--- config.mk ---
export PLATFORM = sky130hd
export DESIGN_NAME = eeg_queue
export DESIGN_NICKNAME = d
export VERILOG_FILES = /design/src/hw/rtl/assert_macros.svh /design/src/hw/rtl/eeg_pkg.sv /design/src/hw/rtl/eeg_queue.sv
export SDC_FILE = /design/constraint.sdc
export NUM_CORES = 1
export LEC_CHECK = 0
export ABC_CLOCK_PERIOD_IN_PS = 2800
export BUFFER_PORTS_ARGS = -buffer_cell sky130_fd_sc_hd__buf_4
export CORE_AREA = 2 2 50 71
export DETAILED_ROUTE_END_ITERATION = 8
export DIE_AREA = 0 0 52 73
export PLACE_DENSITY = 0.75
export SLEW_MARGIN = 20
export SYNTH_ARGS = -nofsm -noshare
export SYNTH_HDL_FRONTEND = slang
export SYNTH_SLANG_ARGS = --single-unit
--- constraint.sdc ---
create_clock -name clk -period 2.8 [get_ports clk]
set_clock_uncertainty 0.15 [all_clocks]
set_input_delay 0.14 -clock clk [delete_from_list [all_inputs] [get_ports clk]]
set_output_delay 0.14 -clock clk [all_outputs]
set_load 0.01 [all_outputs]
--- src/hw/rtl/assert_macros.svh ---
// Assertion macros for the envelope gain RTL.
// Included by files that carry concurrent assertions; depends on nothing else.
`ifndef ASSERT_MACROS_SVH
`define ASSERT_MACROS_SVH

// Implication or plain property, sampled on the rising edge, ignored in reset.
`define EEG_ASSERT(lbl, clk, rstn, prop, msg) \
	lbl: assert property (@(posedge clk) disable iff (!rstn) (prop)) else $error(msg);

// Condition that must never be seen on a rising edge outside reset.
`define EEG_NEVER(lbl, clk, rstn, cond, msg) \
	lbl: assert property (@(posedge clk) disable iff (!rstn) !(cond)) else $error(msg);

`endif

--- src/hw/rtl/eeg_pkg.sv ---
// Types, codes and constant tables for the exponential envelope gain block.
// Used by every module of the block but eeg_div; depends on nothing else.
`timescale 1ns / 1ps
`default_nettype none

package eeg_pkg;

	localparam int FADE_FLOOR = 32;
	localparam int MAX_BLOCK = 256;
	localparam int POW_TABLE_DEPTH = 256;
	localparam int POW_IDX_W = $clog2(POW_TABLE_DEPTH + 1);
	localparam int QUEUE_DEPTH = 2;
	localparam int QUEUE_PTR_W = $clog2(QUEUE_DEPTH);
	localparam int QUEUE_CNT_W = $clog2(QUEUE_DEPTH + 1);

	localparam logic [1:0] ACT_SAMPLE = 2'd0;
	localparam logic [1:0] ACT_START = 2'd1;
	localparam logic [1:0] ACT_END = 2'd2;

	localparam logic [1:0] MODE_LOOP = 2'd0;
	localparam logic [1:0] MODE_FADE = 2'd1;
	localparam logic [1:0] MODE_HOLD = 2'd2;

	localparam logic [2:0] REG_PHASE_STEP = 3'd0;
	localparam logic [2:0] REG_DUTY_POINT = 3'd1;
	localparam logic [2:0] REG_FLOOR_GAIN = 3'd2;
	localparam logic [2:0] REG_RISE_SHAPE = 3'd3;
	localparam logic [2:0] REG_FALL_SHAPE = 3'd4;
	localparam logic [2:0] REG_FADE_RATIO = 3'd5;
	localparam logic [2:0] REG_RUN_MODE = 3'd6;
	localparam logic [2:0] REG_BLOCK_LENGTH = 3'd7;

	typedef enum logic [1:0] {
		KIND_SAMPLE,
		KIND_START,
		KIND_END,
		KIND_NONE
	} kind_t;

	typedef struct packed {
		kind_t kind;
		logic signed [15:0] sample;
	} eeg_item_t;

	typedef enum logic [1:0] {
		RUN_SILENT,
		RUN_LOOP,
		RUN_FADE,
		RUN_HOLD
	} run_t;

	typedef enum logic {
		TAB_LOG,
		TAB_EXP
	} tab_sel_t;

	typedef enum logic [4:0] {
		BS_IDLE,
		BS_DISPATCH,
		BS_BLOCK,
		BS_LOOP_MUL,
		BS_LOOP_END,
		BS_POS,
		BS_XDIV,
		BS_NORM,
		BS_IP_RD,
		BS_IP_MUL,
		BS_A_MUL,
		BS_POW_SEL,
		BS_EXP_SH,
		BS_GAIN_NUM,
		BS_GDIV_GO,
		BS_GDIV,
		BS_COMMIT,
		BS_FADE,
		BS_SAMPLE,
		BS_SCALE_DIV,
		BS_MIX_A,
		BS_MIX_B,
		BS_APPLY,
		BS_OUT
	} back_state_t;

	typedef struct packed {
		logic [31:0] phase_step;
		logic [16:0] duty_point;
		logic [14:0] floor_gain;
		logic [15:0] rise_shape;
		logic [15:0] fall_shape;
		logic [16:0] fade_ratio;
		logic [1:0] run_mode;
		logic [8:0] block_length;
	} eeg_cfg_t;

	typedef struct packed {
		logic idle;
		logic out_wait;
	} eeg_stat_t;

	typedef logic [17:0] tab_word_t;
	typedef tab_word_t tab_t [0:POW_TABLE_DEPTH];
	typedef logic [31:0] root_t [0:16];

	function automatic logic [63:0] isqrt64(input logic [63:0] v_in);
		logic [63:0] v;
		logic [63:0] res;
		logic [63:0] bit_w;
		v = v_in;
		res = 64'd0;
		bit_w = 64'h4000_0000_0000_0000;
		while (bit_w > v)
			bit_w = bit_w >> 2;
		while (bit_w != 64'd0) begin
			if (v >= res + bit_w) begin
				v = v - (res + bit_w);
				res = (res >> 1) + bit_w;
			end else begin
				res = res >> 1;
			end
			bit_w = bit_w >> 2;
		end
		return res;
	endfunction

	function automatic root_t build_roots();
		root_t r;
		logic [63:0] s;
		r[0] = 32'd0;
		s = isqrt64(64'd2 << 60);
		r[1] = s[31:0];
		for (int i = 2; i <= 16; i++) begin
			s = isqrt64({32'd0, r[i - 1]} << 30);
			r[i] = s[31:0];
		end
		return r;
	endfunction

	function automatic tab_t build_exp_tab();
		tab_t t;
		root_t r;
		logic [63:0] f;
		logic [63:0] acc;
		r = build_roots();
		for (int k = 0; k <= POW_TABLE_DEPTH; k++) begin
			f = (64'(k) << 16) / POW_TABLE_DEPTH;
			if (f >= 64'd65536) begin
				t[k] = 18'd131072;
			end else begin
				acc = 64'd1 << 30;
				for (int i = 1; i <= 16; i++)
					if (f[16 - i])
						acc = (acc * {32'd0, r[i]}) >> 30;
				acc = (acc + 64'd8192) >> 14;
				t[k] = acc[17:0];
			end
		end
		return t;
	endfunction

	function automatic tab_t build_log_tab();
		tab_t t;
		logic [63:0] v;
		logic [17:0] res;
		for (int k = 0; k <= POW_TABLE_DEPTH; k++) begin
			v = (64'd1 << 30) + ((64'(k) << 30) / POW_TABLE_DEPTH);
			res = 18'd0;
			if (v >= (64'd1 << 31)) begin
				res = 18'd65536;
			end else begin
				for (int i = 0; i < 16; i++) begin
					v = (v * v) >> 30;
					res = res << 1;
					if (v >= (64'd1 << 31)) begin
						res = res | 18'd1;
						v = v >> 1;
					end
				end
			end
			t[k] = res;
		end
		return t;
	endfunction

	localparam tab_t EXP_TAB = build_exp_tab();
	localparam tab_t LOG_TAB = build_log_tab();

endpackage

`default_nettype wire

--- src/hw/rtl/eeg_queue.sv ---
// Short queue of classified items between the front and back parts.
// Depends on eeg_pkg for the item type and depth.
`timescale 1ns / 1ps
`default_nettype none

module eeg_queue (
	input wire logic clk,
	input wire logic arst_n,
	input wire logic push,
	input eeg_pkg::eeg_item_t push_data,
	output logic full,
	input wire logic pop,
	output eeg_pkg::eeg_item_t pop_data,
	output logic not_empty
);

	eeg_pkg::eeg_item_t entry_q [eeg_pkg::QUEUE_DEPTH];
	logic [eeg_pkg::QUEUE_PTR_W-1:0] wr_ptr_q;
	logic [eeg_pkg::QUEUE_PTR_W-1:0] rd_ptr_q;
	logic [eeg_pkg::QUEUE_CNT_W-1:0] count_q;

	assign full = count_q == eeg_pkg::QUEUE_CNT_W'(eeg_pkg::QUEUE_DEPTH);
	assign not_empty = count_q != '0;
	assign pop_data = entry_q[rd_ptr_q];

	always_ff @(posedge clk or negedge arst_n) begin
		if (!arst_n) begin
			wr_ptr_q <= '0;
			rd_ptr_q <= '0;
			count_q <= '0;
		end else begin
			if (push)
				wr_ptr_q <= wr_ptr_q + 1'b1;
			if (pop)
				rd_ptr_q <= rd_ptr_q + 1'b1;
			if (push && !pop)
				count_q <= count_q + 1'b1;
			else if (pop && !push)
				count_q <= count_q - 1'b1;
		end
	end

	always_ff @(posedge clk) begin
		if (push)
			entry_q[wr_ptr_q] <= push_data;
	end

endmodule

`default_nettype wire

* Yosys cells after proc, flatten, opt, wreduce, memory -nomap -nowiden
Memory sizes are Yosys's and may differ from the RTL's. Index checks and enable logic that the tools add are counted.
Cells by class: add/sub/neg operators 4, eq/ne operators 1, mux-type cells 4, reductions and logical operators 6
Operators with widths (number):
- $mux 2 | 2
- $reduce_bool 2->1 | 2
- $add 1x1->1 const B | 2
- $add 2x1->2 const B | 1
- $eq 2x2->1 const B | 1
- $logic_and 1x1->1 | 2
- $logic_not 1->1 | 2
- $mux 1 | 2
- $sub 2x1->2 const B | 1
Word-level totals: flip-flop bits (word level) 4, memory bits (writable) 36, input bits 22, output and inout bits 20, word-level logic and storage cells 19, memories kept 1
Memory list:
- entry_q | words 2, width 18, read ports 1, clocked after memory_dff 0, write ports 1, line eeg_queue.sv:17 | eeg_pkg::eeg_item_t entry_q [eeg_pkg::QUEUE_DEPTH];

* Depth between registers and ports, before layout
depth in word-level cells 4, gate-level depth with buffers 5, mapped depth without buffers 5

* Least setup slack after synthesis
OpenSTA, ideal clock, no wires.
path type register to register, from reg wr_ptr_q, to mem entry_q[0][0] (netlist bit) (enable), setup time 395 ps, data arrival time 1227 ps, required time 2255 ps, slack 1029 ps, cell stages (with the launch flop) 2, path buffers 0, clock period less this slack 1771 ps, path through dfrtp_1 > nor2b_1
RTL lines:
- from (decl) | line eeg_queue.sv:18 | logic [eeg_pkg::QUEUE_PTR_W-1:0] wr_ptr_q;
- from (signal assigned) | line eeg_queue.sv:33 | wr_ptr_q <= wr_ptr_q + 1'b1;
- to (decl) | line eeg_queue.sv:17
Straight into the memory's write port.

==> impl_metrics.py <==
metrics = {
    "cts": {
        "tritoncts": "built",
        "cts_resized": 0,
        "root_buffer": "clkbuf_8",
        "clock_latency_ns": 0.29,
        "clk_transition_reported_paths_ns": 0.07,
        "numCtsBuffers": 5,
        "postCtsSetupBuffers": 0,
        "clock_sinks": 40,
        "h-tree-depth": 2,
        "cts_max_path_buffers": 2,
        "hold_buffers": 21,
    },
    "sta": {
        "maxSlewViolCount": 0,
        "tns_ns": 0,
        "period_needed_ns": 2.12,
        "hold_viol_final": 0,
        "post-route-period-util_pct": 75.6,
        "rsz0062_at_grt": "false",
        "timing.fmax_ghz": 0.473,
        "hold_slack_ns": 0.0212,
        "slew_headroom_pct": 37.2,
        "setup_violations": 0,
        "tightest_slew_ns": 0.942,
    },
    "grt": {
        "antenna_found_initial": 0,
        "grt_pass1_vias": 882,
        "grt_max_degree": 20,
        "grt_pass1_wl_um": 4220,
        "grt.total_usage_pct": 15.8,
        "grt_overflow_total": 0,
    },
    "pwr": {
        "p_clk_share_pct": 22.7,
        "power_switching_uw": 514,
        "p_per_area_nw_per_um2": 891,
        "ir_drop_mv": 0.732,
        "power_mw": 1.95,
        "p_sw_share_pct": 26.3,
        "leakagePower_nw": 0.885,
        "pwr-share-seq_pct": 46.5,
        "intPower_mw": 1.44,
        "pwr-share-comb_pct": 30.7,
    },
    "floorplanning": {
        "die_w_um": 52,
        "die_area_um2": 3800,
        "io_pins": 42,
        "fp.coreArea_um2": 3220,
        "initial_core_util_pct": 47.7,
        "rows": 25,
        "dieHeight_um": 73,
    },
    "logic_synthesis": {
        "yosysSeqAreaShare_pct": 76.8,
        "syn_inst": 72,
        "netlist_area_um2": 1540,
        "synth.avg_cell_area_um2": 21.4,
        "ys.warnings.count": 0,
        "ys_ff_latch": 40,
        "ys_types": 14,
        "syn_nets": 95,
    },
    "place": {
        "gp_congestion": 0.613,
        "dpl-instance-area_um2": 1870,
        "hpwl_um": 1680,
        "port-buffer-count": 41,
    },
    "drt": {
        "wl_per_cell_um": 14.3,
        "vias": 838,
        "ant_nets": 0,
        "dr.pass1.iters": 4,
        "drtIter0Drc": 19,
        "via_per_inst": 4.63,
        "drt-total-wl_um": 2580,
        "drc": 0,
    },
    "setup_path": {
        "worstPathArrival_ns": 1.83,
        "critPathKind": "flip-flop to primary output",
        "cp-start-kind": "flip-flop",
        "required_ns": 2.51,
        "worst-path-max-fanout": 19,
        "rr_worst_depth": 1,
        "endpoint_kind": "primary output",
    },
    "finish": {
        "n_antenna_cell": 0,
        "nFillCells": 217,
        "drive_above_1_share_pct": 48.9,
        "syn2layout_area_growth_pct": 42.6,
        "design_area_um2": 2190,
        "final_core_util_pct": 68.0,
        "num-nets-final": 163,
    },
    "min_path": {
        "min_path_type": "input port to asynchronous set/reset pin",
    },
    "job": {
        "maxCapViolations": 0,
    },
    "run_status": {
        "outcome": "complete, no violations",
    },
}
placed cells by master, fill, tap and decap left out:
cell / instances
and2_1: 1
buf_4: 42
bufinv_16: 1
clkbuf_1: 1
clkbuf_8: 5
clkinv_2: 1
dfrtp_1: 4
dlygate4sd3_1: 21
edfxtp_1: 36
ha_1: 1
inv_1: 1
mux2_2: 9
mux2_4: 9
nor2_1: 1
nor2b_1: 1
nor2b_2: 1
or2_2: 1
xnor2_1: 1
xor2_1: 4
stage by stage:
step	instances	setup WS, ns
2_1_floorplan	72	1.03
3_3_place_gp	152	0.994
3_5_place_dp	152	0.973
4_1_cts	181	0.650
5_1_grt	181	0.566
6_report	181	0.684
cell families after synthesis:
kind of cell | Yosys count | synth area share, %
and+or+nand+nor | 5 | 1.87
adders and majority gates | 1 | 0.814
buffers and inverters | 3 | 2.28
xor gates and xnor gates | 5 | 2.85
muxes | 18 | 15.4
DFF | 40 | 76.8
flip-flops by register name (all words and copies together), names as in the netlist:
| register | count |
|---|---|
| entry_q | 36 |
| rd_ptr_q | 1 |
| wr_ptr_q | 1 |
| count_q | 2 |
critical path, cell delays in order, from the launching register on:
cell     delay, ns
dfrtp_1       0.97
mux2_2        0.43
buf_4         0.14
power by group through the flow:
stage | Sequential, mW | Combinational [mW] | Clock, mW
final | 0.909 | 0.601 | 0.444
after global routing | 0.932 | 0.643 | 0.480
after CTS | 0.914 | 0.611 | 0.452
after detailed placement | 0.925 | 0.585 | 0
after global placement | 0.913 | 0.574 | 0
after floorplan | 0.848 | 0.427 | 0
final timing paths:
kind | slack, ns | end | start
max reg2reg | 1.19 | entry_q[1][12] | wr_ptr_q
max in group asynchronous | 2.37 | count_q[1] | arst_n
min in group clk | 0.36 | count_q[1] | count_q[1]
min | 0.02 | count_q[0] | arst_n
min reg2reg | 0.36 | count_q[1] | count_q[1]
max | 0.68 | pop_data[0] | rd_ptr_q
Yosys cell counts:
| cell type | instances | share of area, % |
|---|---|---|
| or2_2 | 1 | 0.41 |
| nor2_1 | 1 | 0.24 |
| edfxtp_1 | 36 | 70 |
| buf_6 | 1 | 0.73 |
| inv_1 | 1 | 0.24 |
| mux2_2 | 9 | 6.6 |
| buf_12 | 1 | 1.3 |
| xnor2_1 | 1 | 0.57 |
| and2_1 | 1 | 0.41 |
| nor2b_1 | 2 | 0.81 |
| dfrtp_1 | 4 | 6.5 |
| xor2_1 | 4 | 2.3 |
| mux2_4 | 9 | 8.8 |
| ha_1 | 1 | 0.81 |
area by class of cell:
cell class	instances	area (um^2)	share of cell area, %
clock buffers	6	72.6	3.31
clock inverters	2	35.0	1.60
well taps	40	50.0	2.28
inverters	1	3.75	0.171
repair buffers	63	526	24.0
flip-flops and latches	40	1180	53.9
multi-input cells	29	324	14.8
metal layers:
| layer | GRT usage (%) | vias up | share of wire [%] |
|---|---|---|---|
| met1 | 19.2 | 406 | 38 |
| li1 | - | 403 | - |
| met5 | 0 | - | 0 |
| met2 | 25.7 | 23 | 56 |
| met3 | 4.92 | 6 | 4.1 |
| met4 | 7.02 | 0 | 2.1 |
(Power assumes the default switching activity.)
